$ cat src/lfmc_pkg.sv
// Shared types and codes of the launcher feed mode controller.
// No dependencies; the register bank, mode logic and top level refer to it by scoped names.
`default_nettype none

package lfmc_pkg;

    // Width of every configuration register and of the write data port.
    localparam int CFG_W = 16;
    localparam int CFG_INDEX_W = 3;

    typedef enum logic [CFG_INDEX_W-1:0] {
        CFG_LEFT_WHEEL_TARGET  = 3'd0,
        CFG_RIGHT_WHEEL_TARGET = 3'd1,
        CFG_WHEEL_TOLERANCE    = 3'd2,
        CFG_STALL_SPEED        = 3'd3,
        CFG_JAM_TICKS          = 3'd4,
        CFG_REVERSE_TICKS      = 3'd5,
        CFG_WHEEL_MIN_SPEED    = 3'd6,
        CFG_LOST_TICKS         = 3'd7
    } t_cfg_index;

    typedef enum logic [1:0] {
        SW_OTHER  = 2'd0,
        SW_UP     = 2'd1,
        SW_DOWN   = 2'd2,
        SW_MIDDLE = 2'd3
    } t_switch;

    typedef enum logic [1:0] {
        WHEEL_OFF    = 2'd0,
        WHEEL_SPINUP = 2'd1,
        WHEEL_READY  = 2'd2
    } t_wheel_state;

    typedef enum logic [1:0] {
        FEED_STOP    = 2'd0,
        FEED_BURST   = 2'd1,
        FEED_REVERSE = 2'd2
    } t_feed_mode;

    // Targets are two's complement, the rest unsigned.
    typedef struct packed {
        logic [CFG_W-1:0] left_wheel_target;
        logic [CFG_W-1:0] right_wheel_target;
        logic [CFG_W-1:0] wheel_tolerance;
        logic [CFG_W-1:0] stall_speed;
        logic [CFG_W-1:0] jam_ticks;
        logic [CFG_W-1:0] reverse_ticks;
        logic [CFG_W-1:0] wheel_min_speed;
        logic [CFG_W-1:0] lost_ticks;
    } t_cfg;

    localparam logic [CFG_W-1:0] JAM_TICKS_RESET = 16'd1;

endpackage

`default_nettype wire

$ cat src/lfmc_tick_if.sv
// Request channel of the launcher feed mode controller: one control tick.
// Stand-alone interface; speed width set by its parameter.
`default_nettype none

interface lfmc_tick_if #(
    parameter int SPEED_WIDTH = 16
);
    logic                          valid;
    logic                          ready;
    logic [1:0]                    switch_position;
    logic                          remote_offline;
    logic                          fire_request;
    logic signed [SPEED_WIDTH-1:0] left_wheel_speed;
    logic signed [SPEED_WIDTH-1:0] right_wheel_speed;
    logic signed [SPEED_WIDTH-1:0] feeder_speed;

    modport source (
        output valid, switch_position, remote_offline, fire_request,
               left_wheel_speed, right_wheel_speed, feeder_speed,
        input  ready
    );

    modport sink (
        input  valid, switch_position, remote_offline, fire_request,
               left_wheel_speed, right_wheel_speed, feeder_speed,
        output ready
    );
endinterface

`default_nettype wire

$ cat src/lfmc_result_if.sv
// Result channel of the launcher feed mode controller: one result per tick.
// Stand-alone interface.
`default_nettype none

interface lfmc_result_if;
    logic       valid;
    logic       ready;
    logic [1:0] wheel_state;
    logic [1:0] feed_mode;
    logic       wheel_running;
    logic       auto_wheel_on;

    modport source (
        output valid, wheel_state, feed_mode, wheel_running, auto_wheel_on,
        input  ready
    );

    modport sink (
        input  valid, wheel_state, feed_mode, wheel_running, auto_wheel_on,
        output ready
    );
endinterface

`default_nettype wire

$ cat src/lfmc_cfg_regs.sv
// Configuration register bank of the launcher feed mode controller.
// Depends on lfmc_pkg.
`default_nettype none

module lfmc_cfg_regs (
    input  wire logic                           i_clk,
    input  wire logic                           i_rst_n,
    input  wire logic                           i_cfg_we,
    input  wire logic [lfmc_pkg::CFG_INDEX_W-1:0] i_cfg_index,
    input  wire logic [lfmc_pkg::CFG_W-1:0]     i_cfg_wdata,
    output lfmc_pkg::t_cfg                      o_cfg
);

    lfmc_pkg::t_cfg r_cfg;

    always_ff @(posedge i_clk) begin
        if (!i_rst_n) begin
            r_cfg <= '{jam_ticks: lfmc_pkg::JAM_TICKS_RESET, default: '0};
        end else if (i_cfg_we) begin
            case (lfmc_pkg::t_cfg_index'(i_cfg_index))
                lfmc_pkg::CFG_LEFT_WHEEL_TARGET:  r_cfg.left_wheel_target  <= i_cfg_wdata;
                lfmc_pkg::CFG_RIGHT_WHEEL_TARGET: r_cfg.right_wheel_target <= i_cfg_wdata;
                lfmc_pkg::CFG_WHEEL_TOLERANCE:    r_cfg.wheel_tolerance    <= i_cfg_wdata;
                lfmc_pkg::CFG_STALL_SPEED:        r_cfg.stall_speed        <= i_cfg_wdata;
                lfmc_pkg::CFG_JAM_TICKS:          r_cfg.jam_ticks          <= i_cfg_wdata;
                lfmc_pkg::CFG_REVERSE_TICKS:      r_cfg.reverse_ticks      <= i_cfg_wdata;
                lfmc_pkg::CFG_WHEEL_MIN_SPEED:    r_cfg.wheel_min_speed    <= i_cfg_wdata;
                lfmc_pkg::CFG_LOST_TICKS:         r_cfg.lost_ticks         <= i_cfg_wdata;
                default: begin
                end
            endcase
        end
    end

    assign o_cfg = r_cfg;

endmodule

`default_nettype wire

$ cat src/lfmc_mode_logic.sv
// Next-state logic of one control tick: target-lost observer, then mode step.
// Purely combinational; depends on lfmc_pkg.
`default_nettype none

module lfmc_mode_logic #(
    parameter int SPEED_WIDTH = 16,
    parameter int COUNT_WIDTH = 16
) (
    input  wire lfmc_pkg::t_cfg           i_cfg,
    input  wire lfmc_pkg::t_switch        i_switch,
    input  wire logic                     i_offline,
    input  wire logic                     i_fire,
    input  wire logic signed [SPEED_WIDTH-1:0] i_left,
    input  wire logic signed [SPEED_WIDTH-1:0] i_right,
    input  wire logic signed [SPEED_WIDTH-1:0] i_feeder,
    input  wire lfmc_pkg::t_wheel_state   i_wheel_state,
    input  wire lfmc_pkg::t_feed_mode     i_feed_mode,
    input  wire logic [COUNT_WIDTH-1:0]   i_jam_count,
    input  wire logic [COUNT_WIDTH-1:0]   i_reverse_count,
    input  wire logic [COUNT_WIDTH-1:0]   i_lost_count,
    output lfmc_pkg::t_wheel_state        o_wheel_state,
    output lfmc_pkg::t_feed_mode          o_feed_mode,
    output logic [COUNT_WIDTH-1:0]        o_jam_count,
    output logic [COUNT_WIDTH-1:0]        o_reverse_count,
    output logic [COUNT_WIDTH-1:0]        o_lost_count,
    output logic                          o_wheel_running,
    output logic                          o_auto_wheel_on
);

    // Compare counters and thresholds at the wider of the two widths.
    localparam int CMP_W = (COUNT_WIDTH > lfmc_pkg::CFG_W) ? COUNT_WIDTH : lfmc_pkg::CFG_W;
    // Speed differences need one bit beyond the wider operand.
    localparam int DIF_W =
        ((SPEED_WIDTH > lfmc_pkg::CFG_W) ? SPEED_WIDTH : lfmc_pkg::CFG_W) + 1;

    function automatic logic [COUNT_WIDTH-1:0] sat_inc(input logic [COUNT_WIDTH-1:0] c);
        sat_inc = (&c) ? c : c + 1'b1;
    endfunction

    logic signed [DIF_W-1:0] left_x, right_x, feeder_x, tgt_l_x, tgt_r_x, err_l, err_r;
    logic [DIF_W-1:0]        mag_err_l, mag_err_r, mag_left, mag_feeder;
    logic [DIF_W-1:0]        tol_x, stall_x, min_x;
    logic [CMP_W-1:0]        lost_ticks_x, jam_x, jam_ticks_x, rev_x, rev_ticks_x;
    logic [COUNT_WIDTH-1:0]  lost_inc, lost_next;
    logic                    cmd, ready, running, stalled;
    lfmc_pkg::t_wheel_state  host_ws;
    lfmc_pkg::t_feed_mode    host_fm;

    // Wheel speed checks.
    assign left_x    = DIF_W'(i_left);
    assign right_x   = DIF_W'(i_right);
    assign feeder_x  = DIF_W'(i_feeder);
    assign tgt_l_x   = DIF_W'($signed(i_cfg.left_wheel_target));
    assign tgt_r_x   = DIF_W'($signed(i_cfg.right_wheel_target));
    assign err_l     = left_x - tgt_l_x;
    assign err_r     = right_x - tgt_r_x;
    assign mag_err_l = err_l[DIF_W-1] ? $unsigned(-err_l) : $unsigned(err_l);
    assign mag_err_r = err_r[DIF_W-1] ? $unsigned(-err_r) : $unsigned(err_r);
    assign mag_left  = left_x[DIF_W-1] ? $unsigned(-left_x) : $unsigned(left_x);
    assign mag_feeder = feeder_x[DIF_W-1] ? $unsigned(-feeder_x) : $unsigned(feeder_x);
    assign tol_x     = DIF_W'(i_cfg.wheel_tolerance);
    assign stall_x   = DIF_W'(i_cfg.stall_speed);
    assign min_x     = DIF_W'(i_cfg.wheel_min_speed);

    assign ready   = (mag_err_l <= tol_x) && (mag_err_r <= tol_x);
    assign running = mag_left >= min_x;
    assign stalled = mag_feeder < stall_x;

    // Observer: count target-lost ticks, clamp at the threshold.
    assign lost_ticks_x = CMP_W'(i_cfg.lost_ticks);
    assign lost_inc     = sat_inc(i_lost_count);

    always_comb begin
        if ((i_switch == lfmc_pkg::SW_MIDDLE || i_offline) && !i_fire) begin
            lost_next = (CMP_W'(lost_inc) > lost_ticks_x) ?
                        COUNT_WIDTH'(i_cfg.lost_ticks) : lost_inc;
        end else begin
            lost_next = '0;
        end
    end

    assign cmd = CMP_W'(lost_next) < lost_ticks_x;

    // Host decision, shared by the middle switch and the offline override.
    assign host_ws = cmd ? (ready ? lfmc_pkg::WHEEL_READY : lfmc_pkg::WHEEL_SPINUP)
                         : lfmc_pkg::WHEEL_OFF;
    assign host_fm = (i_fire && host_ws == lfmc_pkg::WHEEL_READY) ?
                     lfmc_pkg::FEED_BURST : lfmc_pkg::FEED_STOP;

    assign jam_x       = CMP_W'(i_jam_count);
    assign jam_ticks_x = CMP_W'(i_cfg.jam_ticks);
    assign rev_x       = CMP_W'(i_reverse_count);
    assign rev_ticks_x = CMP_W'(i_cfg.reverse_ticks);

    always_comb begin
        lfmc_pkg::t_wheel_state ws;
        lfmc_pkg::t_feed_mode   fm;
        logic [COUNT_WIDTH-1:0] jam;
        logic [COUNT_WIDTH-1:0] rev;

        ws  = i_wheel_state;
        fm  = i_feed_mode;
        jam = i_jam_count;
        rev = i_reverse_count;

        case (i_switch)
            lfmc_pkg::SW_DOWN: begin
                ws = lfmc_pkg::WHEEL_OFF;
                fm = lfmc_pkg::FEED_STOP;
            end
            lfmc_pkg::SW_MIDDLE: begin
                ws = host_ws;
                fm = host_fm;
            end
            lfmc_pkg::SW_UP: begin
                ws = lfmc_pkg::WHEEL_READY;
                fm = lfmc_pkg::FEED_BURST;
            end
            default: begin
                // other position: hold state and mode
            end
        endcase

        // Jam handling runs only in burst feed.
        if (fm == lfmc_pkg::FEED_BURST) begin
            if (jam_x >= jam_ticks_x) begin
                fm = lfmc_pkg::FEED_REVERSE;
            end
            if (stalled && jam_x < jam_ticks_x) begin
                jam = sat_inc(i_jam_count);
                rev = '0;
            end else if (jam_x == jam_ticks_x && rev_x < rev_ticks_x) begin
                rev = sat_inc(i_reverse_count);
            end else begin
                jam = '0;
            end
        end

        if (!running) begin
            fm = lfmc_pkg::FEED_STOP;
        end

        // Offline remote overrides the switch.
        if (i_offline) begin
            ws = host_ws;
            fm = host_fm;
        end

        o_wheel_state   = ws;
        o_feed_mode     = fm;
        o_jam_count     = jam;
        o_reverse_count = rev;
    end

    assign o_lost_count    = lost_next;
    assign o_wheel_running = running;
    assign o_auto_wheel_on = cmd;

endmodule

`default_nettype wire

$ cat src/launcher_feed_mode_controller.sv
// Top level of the launcher feed mode controller: tick register, state, result register.
// Depends on lfmc_pkg, lfmc_tick_if, lfmc_result_if, lfmc_cfg_regs, lfmc_mode_logic.
`default_nettype none

// Channel     Dir  Handshake     Payload
// i_tick      in   valid/ready   switch_position, remote_offline, fire_request,
//                                left/right_wheel_speed, feeder_speed
// o_result    out  valid/ready   wheel_state, feed_mode, wheel_running, auto_wheel_on
// i_cfg_*     in   write enable  index (3 bits), data (16 bits), no read-back
//
// One request per cycle sustained while results are taken; each tick goes from acceptance
// to its result through the tick register, then the result register.
// The controller state (wheel state, feed mode, jam, reverse and lost counters)
// updates in the same cycle the tick moves into the result register, so the next
// tick always sees it. Reset clears state and valids and loads configuration defaults.
// A stalled result holds; one more tick is taken into the tick register meanwhile.

module launcher_feed_mode_controller #(
    parameter int SPEED_WIDTH = 16,
    parameter int COUNT_WIDTH = 16
) (
    input  wire logic                             i_clk,
    input  wire logic                             i_rst_n,
    lfmc_tick_if.sink                             i_tick,
    lfmc_result_if.source                         o_result,
    input  wire logic                             i_cfg_we,
    input  wire logic [lfmc_pkg::CFG_INDEX_W-1:0] i_cfg_index,
    input  wire logic [lfmc_pkg::CFG_W-1:0]       i_cfg_wdata
);

    lfmc_pkg::t_cfg cfg;

    // Tick register.
    logic                          r_in_valid;
    logic [1:0]                    r_switch;
    logic                          r_offline;
    logic                          r_fire;
    logic signed [SPEED_WIDTH-1:0] r_left;
    logic signed [SPEED_WIDTH-1:0] r_right;
    logic signed [SPEED_WIDTH-1:0] r_feeder;

    // Controller state.
    lfmc_pkg::t_wheel_state r_wheel_state, n_wheel_state;
    lfmc_pkg::t_feed_mode   r_feed_mode, n_feed_mode;
    logic [COUNT_WIDTH-1:0] r_jam_count, n_jam_count;
    logic [COUNT_WIDTH-1:0] r_reverse_count, n_reverse_count;
    logic [COUNT_WIDTH-1:0] r_lost_count, n_lost_count;
    logic                   n_wheel_running, n_auto_wheel_on;

    // Result register.
    logic       r_out_valid;
    logic [1:0] r_out_wheel_state;
    logic [1:0] r_out_feed_mode;
    logic       r_out_wheel_running;
    logic       r_out_auto_wheel_on;

    logic advance;
    logic accept;

    lfmc_cfg_regs u_cfg_regs (
        .i_clk       (i_clk),
        .i_rst_n     (i_rst_n),
        .i_cfg_we    (i_cfg_we),
        .i_cfg_index (i_cfg_index),
        .i_cfg_wdata (i_cfg_wdata),
        .o_cfg       (cfg)
    );

    lfmc_mode_logic #(
        .SPEED_WIDTH (SPEED_WIDTH),
        .COUNT_WIDTH (COUNT_WIDTH)
    ) u_mode_logic (
        .i_cfg           (cfg),
        .i_switch        (lfmc_pkg::t_switch'(r_switch)),
        .i_offline       (r_offline),
        .i_fire          (r_fire),
        .i_left          (r_left),
        .i_right         (r_right),
        .i_feeder        (r_feeder),
        .i_wheel_state   (r_wheel_state),
        .i_feed_mode     (r_feed_mode),
        .i_jam_count     (r_jam_count),
        .i_reverse_count (r_reverse_count),
        .i_lost_count    (r_lost_count),
        .o_wheel_state   (n_wheel_state),
        .o_feed_mode     (n_feed_mode),
        .o_jam_count     (n_jam_count),
        .o_reverse_count (n_reverse_count),
        .o_lost_count    (n_lost_count),
        .o_wheel_running (n_wheel_running),
        .o_auto_wheel_on (n_auto_wheel_on)
    );

    // Advance the held tick when the result register is free or being emptied.
    assign advance      = r_in_valid && (!r_out_valid || o_result.ready);
    assign i_tick.ready = !r_in_valid || advance;
    assign accept       = i_tick.valid && i_tick.ready;

    always_ff @(posedge i_clk) begin
        if (!i_rst_n) begin
            r_in_valid <= 1'b0;
        end else if (accept) begin
            r_in_valid <= 1'b1;
        end else if (advance) begin
            r_in_valid <= 1'b0;
        end
    end

    // Capture the request payload; no reset needed.
    always_ff @(posedge i_clk) begin
        if (accept) begin
            r_switch  <= i_tick.switch_position;
            r_offline <= i_tick.remote_offline;
            r_fire    <= i_tick.fire_request;
            r_left    <= i_tick.left_wheel_speed;
            r_right   <= i_tick.right_wheel_speed;
            r_feeder  <= i_tick.feeder_speed;
        end
    end

    // Commit controller state once per advanced tick.
    always_ff @(posedge i_clk) begin
        if (!i_rst_n) begin
            r_wheel_state   <= lfmc_pkg::WHEEL_OFF;
            r_feed_mode     <= lfmc_pkg::FEED_STOP;
            r_jam_count     <= '0;
            r_reverse_count <= '0;
            r_lost_count    <= '0;
        end else if (advance) begin
            r_wheel_state   <= n_wheel_state;
            r_feed_mode     <= n_feed_mode;
            r_jam_count     <= n_jam_count;
            r_reverse_count <= n_reverse_count;
            r_lost_count    <= n_lost_count;
        end
    end

    // Result register: load on advance, drop valid once taken.
    always_ff @(posedge i_clk) begin
        if (!i_rst_n) begin
            r_out_valid <= 1'b0;
        end else if (advance) begin
            r_out_valid <= 1'b1;
        end else if (o_result.ready) begin
            r_out_valid <= 1'b0;
        end
    end

    always_ff @(posedge i_clk) begin
        if (advance) begin
            r_out_wheel_state   <= n_wheel_state;
            r_out_feed_mode     <= n_feed_mode;
            r_out_wheel_running <= n_wheel_running;
            r_out_auto_wheel_on <= n_auto_wheel_on;
        end
    end

    assign o_result.valid         = r_out_valid;
    assign o_result.wheel_state   = r_out_wheel_state;
    assign o_result.feed_mode     = r_out_feed_mode;
    assign o_result.wheel_running = r_out_wheel_running;
    assign o_result.auto_wheel_on = r_out_auto_wheel_on;

endmodule

`default_nettype wire

$ cat src/flat_wrapper.sv
// flat-port wrapper written by rule: the top's interface ports become plain ports
module launcher_feed_mode_controller_flat 
#(
    parameter int SPEED_WIDTH = 16,
    parameter int COUNT_WIDTH = 16
)
  (i_clk, i_rst_n, i_cfg_we, i_cfg_index, i_cfg_wdata, i_tick_valid, i_tick_switch_position, i_tick_remote_offline, i_tick_fire_request, i_tick_left_wheel_speed, i_tick_right_wheel_speed, i_tick_feeder_speed, i_tick_ready, o_result_valid, o_result_wheel_state, o_result_feed_mode, o_result_wheel_running, o_result_auto_wheel_on, o_result_ready);
  lfmc_tick_if #(.SPEED_WIDTH(SPEED_WIDTH)) i_tick_i ();
  lfmc_result_if o_result_i ();
  input  wire logic i_clk;
  input  wire logic i_rst_n;
  input  wire logic i_cfg_we;
  input  wire logic [lfmc_pkg::CFG_INDEX_W-1:0] i_cfg_index;
  input  wire logic [lfmc_pkg::CFG_W-1:0] i_cfg_wdata;
  input wire logic [$bits(i_tick_i.valid)-1:0] i_tick_valid;
  input wire logic [$bits(i_tick_i.switch_position)-1:0] i_tick_switch_position;
  input wire logic [$bits(i_tick_i.remote_offline)-1:0] i_tick_remote_offline;
  input wire logic [$bits(i_tick_i.fire_request)-1:0] i_tick_fire_request;
  input wire logic [$bits(i_tick_i.left_wheel_speed)-1:0] i_tick_left_wheel_speed;
  input wire logic [$bits(i_tick_i.right_wheel_speed)-1:0] i_tick_right_wheel_speed;
  input wire logic [$bits(i_tick_i.feeder_speed)-1:0] i_tick_feeder_speed;
  output wire logic [$bits(i_tick_i.ready)-1:0] i_tick_ready;
  output wire logic [$bits(o_result_i.valid)-1:0] o_result_valid;
  output wire logic [$bits(o_result_i.wheel_state)-1:0] o_result_wheel_state;
  output wire logic [$bits(o_result_i.feed_mode)-1:0] o_result_feed_mode;
  output wire logic [$bits(o_result_i.wheel_running)-1:0] o_result_wheel_running;
  output wire logic [$bits(o_result_i.auto_wheel_on)-1:0] o_result_auto_wheel_on;
  input wire logic [$bits(o_result_i.ready)-1:0] o_result_ready;
  assign i_tick_i.valid = i_tick_valid;
  assign i_tick_i.switch_position = i_tick_switch_position;
  assign i_tick_i.remote_offline = i_tick_remote_offline;
  assign i_tick_i.fire_request = i_tick_fire_request;
  assign i_tick_i.left_wheel_speed = i_tick_left_wheel_speed;
  assign i_tick_i.right_wheel_speed = i_tick_right_wheel_speed;
  assign i_tick_i.feeder_speed = i_tick_feeder_speed;
  assign i_tick_ready = i_tick_i.ready;
  assign o_result_valid = o_result_i.valid;
  assign o_result_wheel_state = o_result_i.wheel_state;
  assign o_result_feed_mode = o_result_i.feed_mode;
  assign o_result_wheel_running = o_result_i.wheel_running;
  assign o_result_auto_wheel_on = o_result_i.auto_wheel_on;
  assign o_result_i.ready = o_result_ready;
  launcher_feed_mode_controller #(.SPEED_WIDTH(SPEED_WIDTH), .COUNT_WIDTH(COUNT_WIDTH)) u_core (.i_clk(i_clk), .i_rst_n(i_rst_n), .i_tick(i_tick_i), .o_result(o_result_i), .i_cfg_we(i_cfg_we), .i_cfg_index(i_cfg_index), .i_cfg_wdata(i_cfg_wdata));
endmodule
$ cat config.mk
export PLATFORM = sky130hd
export DESIGN_NAME = launcher_feed_mode_controller_flat
export DESIGN_NICKNAME = d
export VERILOG_FILES = /design/src/lfmc_pkg.sv /design/src/lfmc_tick_if.sv /design/src/lfmc_result_if.sv /design/src/lfmc_cfg_regs.sv /design/src/lfmc_mode_logic.sv /design/src/launcher_feed_mode_controller.sv /design/src/flat_wrapper.sv
export SDC_FILE = /design/constraint.sdc
export NUM_CORES = 1
export LEC_CHECK = 0
export ABC_CLOCK_PERIOD_IN_PS = 5100
export BUFFER_PORTS_ARGS = -buffer_cell sky130_fd_sc_hd__buf_2
export CAP_MARGIN = 10
export CORE_MARGIN = 2
export CORE_UTILIZATION = 55
export CTS_CLUSTER_DIAMETER = 30
export DETAILED_ROUTE_END_ITERATION = 16
export PLACE_DENSITY = 0.74
export SLEW_MARGIN = 5
export SYNTH_ARGS = -nofsm -noshare
export SYNTH_HDL_FRONTEND = slang
export SYNTH_SLANG_ARGS = --single-unit
export TNS_END_PERCENT = 1
$ cat constraint.sdc
create_clock -name i_clk -period 5.1 [get_ports i_clk]
set_input_delay 0.255 -clock i_clk [delete_from_list [all_inputs] [get_ports i_clk]]
set_output_delay 0.255 -clock i_clk [all_outputs]
set_load 0.03 [all_outputs]
# After elaboration in Yosys (flattened, before gate mapping)
# Index checks and enable logic that the tools add are counted.
# word_totals
elab_cells	116
inputBits	76
out_inout_bits	8
latchBits	0
mem_count	0
reg_bits	240
mem_bits_rw	0
rom_bits	0
# op_classes
eq_ne	16
n_mux	27
n_div	0
addsub	9
n_lt_le_gt_ge	9
multipliers	0
reduce_logical	30
bitwise_logic	0
shift	0
# ops
operator	count
$mux 16	9
$mux 17	4
$add 16x1->16 const B	3
$lt 16x16->1	3
$reduce_and 16->1	3
$le 17x16->1	2
$neg 16->17	2
$neg 17->17	2
$sub 16x16->17	2
$ge 17x16->1	1
$lt 17x16->1	1
$eq 16x16->1	1
$ge 16x16->1	1
$gt 16x16->1	1
$reduce_and 2->1	8
$mux 2	7
$eq 3x3->1 const B	4
$pmux 2 s3	2
$reduce_and 4->1	2
$logic_and 1x1->1	7
$eq 2x2->1 const B	3
$eq 3x2->1 const B	2
$ne 2x2->1 const B	3
$reduce_bool 2->1	3
other kinds (6)	15

# Depth between registers and ports, before layout
# logic_depth
depth_word	15
ltp_mapped	33

# By module
# A second synthesis with hierarchy kept.
# unflattened
cells_unflattened	1922
hier_area_um2	16663.5
# by_module_without_submodules
mod	seq_area_each_um2	area_per_inst_um2	n_inst	cells_each
lfmc_mode_logic	0.0	8061.5	1	1189
lfmc_cfg_regs	2562.5	4636.9	1	440
launcher_feed_mode_controller	2822.7	3965.1	1	293

# Least setup slack after synthesis
# OpenSTA, ideal clock, no wires.
# synth_timing
path_type	register to register
from	register u_core.r_lost_count[0]
to	register u_core.r_reverse_count[2]
period_less_slack_ns	5.420
t_required_ns	4.983
arrival_time_ns	5.302
path_stages_with_launch	32
slack_ns	-0.320
n_path_buf	2
cell_sequence	dfxtp_1 ha_1 nand3_1 nor2_1 and3_1 nor2_1 nand4_1 xnor2_1 ha_1 a21oi_1 o21ai_0 nand2b_1 a31oi_1 a2111oi_0 a21o_1 clkbuf_1 clkbuf_1 nor2_1 a21oi_1 nor2_1 ha_1 a21oi_1 nor2b_1 o21ai_0 a21oi_1 nor3_1 o211ai_1 nor2_1 nand4_1 a21oi_1 o21ai_0 a32o_1
# synth_via
elab_chain_cells	13
elab_cells_between_ends	14
# synth_rtl
item	line_no	rtl
from (decl)	launcher_feed_mode_controller.sv:47	logic [COUNT_WIDTH-1:0] r_lost_count, n_lost_count;
from (signal assigned)	launcher_feed_mode_controller.sv:134	r_lost_count <= n_lost_count;
$add 16x1->16 / $reduce_and 16->1 (equally long branches)	lfmc_mode_logic.sv:37	sat_inc = (&c) ? c : c + 1'b1;
$mux 16 *	lfmc_mode_logic.sv:37	
$gt 16x16->1	lfmc_mode_logic.sv:75	lost_next = (CMP_W'(lost_inc) > lost_ticks_x) ?
$mux 16 *	lfmc_mode_logic.sv:75	
$mux 16 *	lfmc_mode_logic.sv:74	if ((i_switch == lfmc_pkg::SW_MIDDLE || i_offline) && !i_fire) begin
via u_core.n_lost_count[9]	launcher_feed_mode_controller.sv:47	
$lt 16x16->1 *	lfmc_mode_logic.sv:82	assign cmd = CMP_W'(lost_next) < lost_ticks_x;
$mux 2 *	lfmc_mode_logic.sv:85	assign host_ws = cmd ? (ready ? lfmc_pkg::WHEEL_READY : lfmc_pkg::WHEEL_SPINUP)
$eq 2x2->1 *	lfmc_mode_logic.sv:87	assign host_fm = (i_fire && host_ws == lfmc_pkg::WHEEL_READY) ?
$logic_and 1x1->1 *	lfmc_mode_logic.sv:87	
$mux 1 *	lfmc_mode_logic.sv:87	
$pmux 2 s3 *	lfmc_mode_logic.sv:106	case (i_switch)
$eq 2x1->1 *	lfmc_mode_logic.sv:125	if (fm == lfmc_pkg::FEED_BURST) begin
$reduce_and 4->1 (no line) *	-	
to (signal assigned)	launcher_feed_mode_controller.sv:133	r_reverse_count <= n_reverse_count;
to (decl)	launcher_feed_mode_controller.sv:46	logic [COUNT_WIDTH-1:0] r_reverse_count, n_reverse_count;
# Mark *: on every way through the listed nets, which the timed path passes. The rest lies on a longest branch.
# A chain may end at the register's enable or synchronous reset.

# Worst setup path in the final report
# layout_timing
from	register u_core.r_lost_count[7]
to	register u_core.r_reverse_count[3]
# The elaborated chain is that of the path after synthesis.

==> flow_metrics.env <==
export IMPL_antenna_found_initial=1
export IMPL_worstPathRequired_ns=5.60
export IMPL_ir_drop_uv=300
export IMPL_async_flop_share_pct=0
export IMPL_ys_ff_latch=240
export IMPL_slowest_delay_ns=0.42
export IMPL_worstHoldPathType="in2reg"
export IMPL_post_route_util_pct=72.2
export IMPL_syn_nets=2185
export IMPL_final_cell_mix="nand2_1, dfxtp_1, ha_1"
export IMPL_coreArea_um2=28600
export IMPL_vias=15200
export IMPL_gr_usage_all_layers_pct=29.4
export IMPL_area_delta_synth_final_pct=29.9
export IMPL_slew_headroom_pct=22.7
export IMPL_antenna_left=0
export IMPL_synth_edf_count=58
export IMPL_clk_pin_slew_ns=0.05
export IMPL_cts_buffers=56
export IMPL_overflow=0
export IMPL_yosys_area_share_adder_pct=13.1
export IMPL_critical_path_max_fanout=7
export IMPL_synth_area_mux_share_pct=0.511
export IMPL_cp_arrival_ns=5.89
export IMPL_syn_avg_cell_area_um2=8.19
export IMPL_status="finished with violations"
export IMPL_finalCriticalPeriod_ns=5.39
export IMPL_clockBufferDepth=3
export IMPL_finalMaxSlewViolations=0
export IMPL_power_mw=6.79
export IMPL_grt_max_degree=109
export IMPL_cp_start_kind="flip-flop"
export IMPL_initial_core_util_pct=55.6
export IMPL_cts_max_level=2
export IMPL_netlist_area_um2=15900
export IMPL_dpl_hpwl_mm=30.7
export IMPL_final_setup_viol_count=35
export IMPL_drt_iter0_drc=1187
export IMPL_maxCapViolations=0
export IMPL_grt_pass1_wl_mm=73.4
export IMPL_tritoncts="built"
export IMPL_fmax_ghz=0.186
export IMPL_synth_compound_area_share_pct=21.2
export IMPL_io_pins=84
export IMPL_wl_per_cell_um=17.3
export IMPL_cts_root_buf="clkbuf_16"
export IMPL_crit_type="reg2reg"
export IMPL_seq_area_frac_synth_pct=33.8
export IMPL_rows=62
export IMPL_final_hold_violation_count=0
export IMPL_endpoint_kind="flip-flop"
export IMPL_violations="setup timing"
export IMPL_port_buffers=83
export IMPL_first_global_vias=14800
export IMPL_final_common_cell="nand2_1"
export IMPL_place_congestion=0.881
export IMPL_synth_cells=1943
export IMPL_fp_dieH_um=174
export IMPL_synth_simple_gate_area_share_pct=21.1
export IMPL_synth_distinct_cells=83
export IMPL_cts_sinks=240
export IMPL_viasPerCell=5.73
export IMPL_wirelength_mm=45.9
export IMPL_die_area_um2=30300
export IMPL_slowest_stage="or4_1"
export IMPL_die_w_um=174
export IMPL_num_fill_cells=2164
export IMPL_rsz0062_at_grt="yes"
export IMPL_crit_top_cell="buf_6"
export IMPL_ys_warnings_count=0
export IMPL_fin_ws_ns=-0.290
export IMPL_final_layout_size_suffix_gt1_share_pct=19.6
export IMPL_final_net_count=2465
export IMPL_leakage_nw=8.21
export IMPL_period_share_pct=106
export IMPL_clk_insertion_delay_late_ns=0.58
export IMPL_synthFlopType="dfxtp_1"
export IMPL_timing_setup_tns_ns=-8.07
export IMPL_firstDrtPassIters=6
export IMPL_route_detailed_drc=0
export IMPL_synth_xor_area_share_pct=4.46
export IMPL_fin_worst_skew_ns=0.0363
export IMPL_synth_top_family_by_area="compound AO/OA/AOI/OAI gates"
export IMPL_power_density_nw_per_um2=329
export IMPL_tightest_slew_ns=1.16
-- worst paths after layout --
path	from	end	slack, ns	cells after the start
hold / removal	o_result_ready	u_core.o_result.valid$_SDFFE_PN0P_	0.04	3
hold reg to reg	u_core.u_cfg_regs.o_cfg[35]$_SDFFE_PN0P_	u_core.u_cfg_regs.o_cfg[35]$_SDFFE_PN0P_	0.46	2
setup / recovery	u_core.r_lost_count[7]$_SDFFE_PN0P_	u_core.r_reverse_count[3]$_SDFFE_PN0P_	-0.29	31
setup reg to reg	u_core.r_lost_count[7]$_SDFFE_PN0P_	u_core.r_reverse_count[3]$_SDFFE_PN0P_	-0.29	31
-- state kept, by name (all words and copies together) (netlist names), 16 cells and up --
signal / flops
u_core.r_feeder: 16
u_core.r_reverse_count: 16
u_core.r_left: 16
u_core.u_cfg_regs.o_cfg: 128
u_core.r_lost_count: 16
u_core.r_right: 16
u_core.r_jam_count: 16
-- cell type report --
| cell class | instances | area, µm² | share of cell area [%] |
|---|---|---|---|
| inverter | 150 | 563 | 2.72 |
| clock buffer | 79 | 1620 | 7.84 |
| multi-input combinational | 1470 | 10000 | 48.5 |
| antenna | 1 | 2.50 | 0.0121 |
| sequential | 240 | 5390 | 26.1 |
| clock inverter | 26 | 324 | 1.57 |
| timing repair buffer | 305 | 2260 | 10.9 |
| tap | 384 | 480 | 2.32 |
-- cells in the mapped netlist (all sizes together) (13+ instances only) --
library cell	n	area share [%]
a21boi	152	7.2
a21o	26	1.2
a21oi	86	2.7
and3	26	1.0
clkbuf	74	1.9
dfxtp	182	23
edfxtp	58	11
ha	164	13
inv	150	3.5
nand2	388	9.1
nand2b	19	0.75
nand3	41	1.3
nand4	36	1.4
nor2	92	2.2
nor2b	38	1.6
nor3	21	0.66
o21a	25	1.2
o21ai	88	2.8
xnor2	68	3.7
xor2	13	0.72
-- through the flow --
| stage | hold WS, ns | worst slack, ns | instances | cell area [µm²] |
|---|---|---|---|---|
| final | 0.0416 | -0.290 | 2655 | 20700 |
| after global routing | 0.0357 | -0.577 | 2655 | 20700 |
| after CTS | 0.0233 | -0.171 | 2638 | 20300 |
| after detailed placement | 0.433 | -0.464 | 2440 | 17300 |
| after global placement | 0.431 | -0.323 | 2440 | 17300 |
| after floorplan | 0.354 | 0.0128 | 1943 | 15900 |
-- layer usage --
layer,wire (µm),track usage [%],vias up
li1,-,-,7376
met1,19700,37.8,7157
met2,21500,49.1,535
met3,2920,5.21,132
met4,1720,12.0,0
met5,0,0,-
-- what timing repair did --
action / 4_1_cts / 5_1_grt
endpoints found under the setup margin: 37 / 42
resized for setup: 53 / 72
setup buffers: 39 / 15
hold buffers: 53 / 0
pin swaps: 39 / 49
gates cloned: 1 / 1
hold endpoints to repair: 53 / 0
-- worst max-delay path: cells and delay by family, from the launching register on --
kind                     cells  cell delay, ns
AND/OR/NAND/NOR             13            2.24
AO/OA/AOI/OAI               11            1.47
buffers and inverters        4            0.56
adder cells (fa/ha/maj)      2            0.51
flip-flops                   1            0.31
XOR/XNOR                     1            0.22
-- power breakdown --
group,internal (mW),switching [mW]
Sequential,2.01,0.0388
Combinational,0.523,0.635
Clock,2.42,1.16
Total,4.96,1.84
-- logic make-up (layout without fill, tap and decap cells) --
logic type | Yosys count | in the layout
xor+xnor | 81 | 81
buf+inv | 233 | 560
simple gates | 724 | 724
other cells | 0 | 1
flops | 240 | 240
fa+ha+maj | 166 | 166
mux | 8 | 8
compound gates | 491 | 491
No activity file was read; power rests on OpenSTA's default activity.
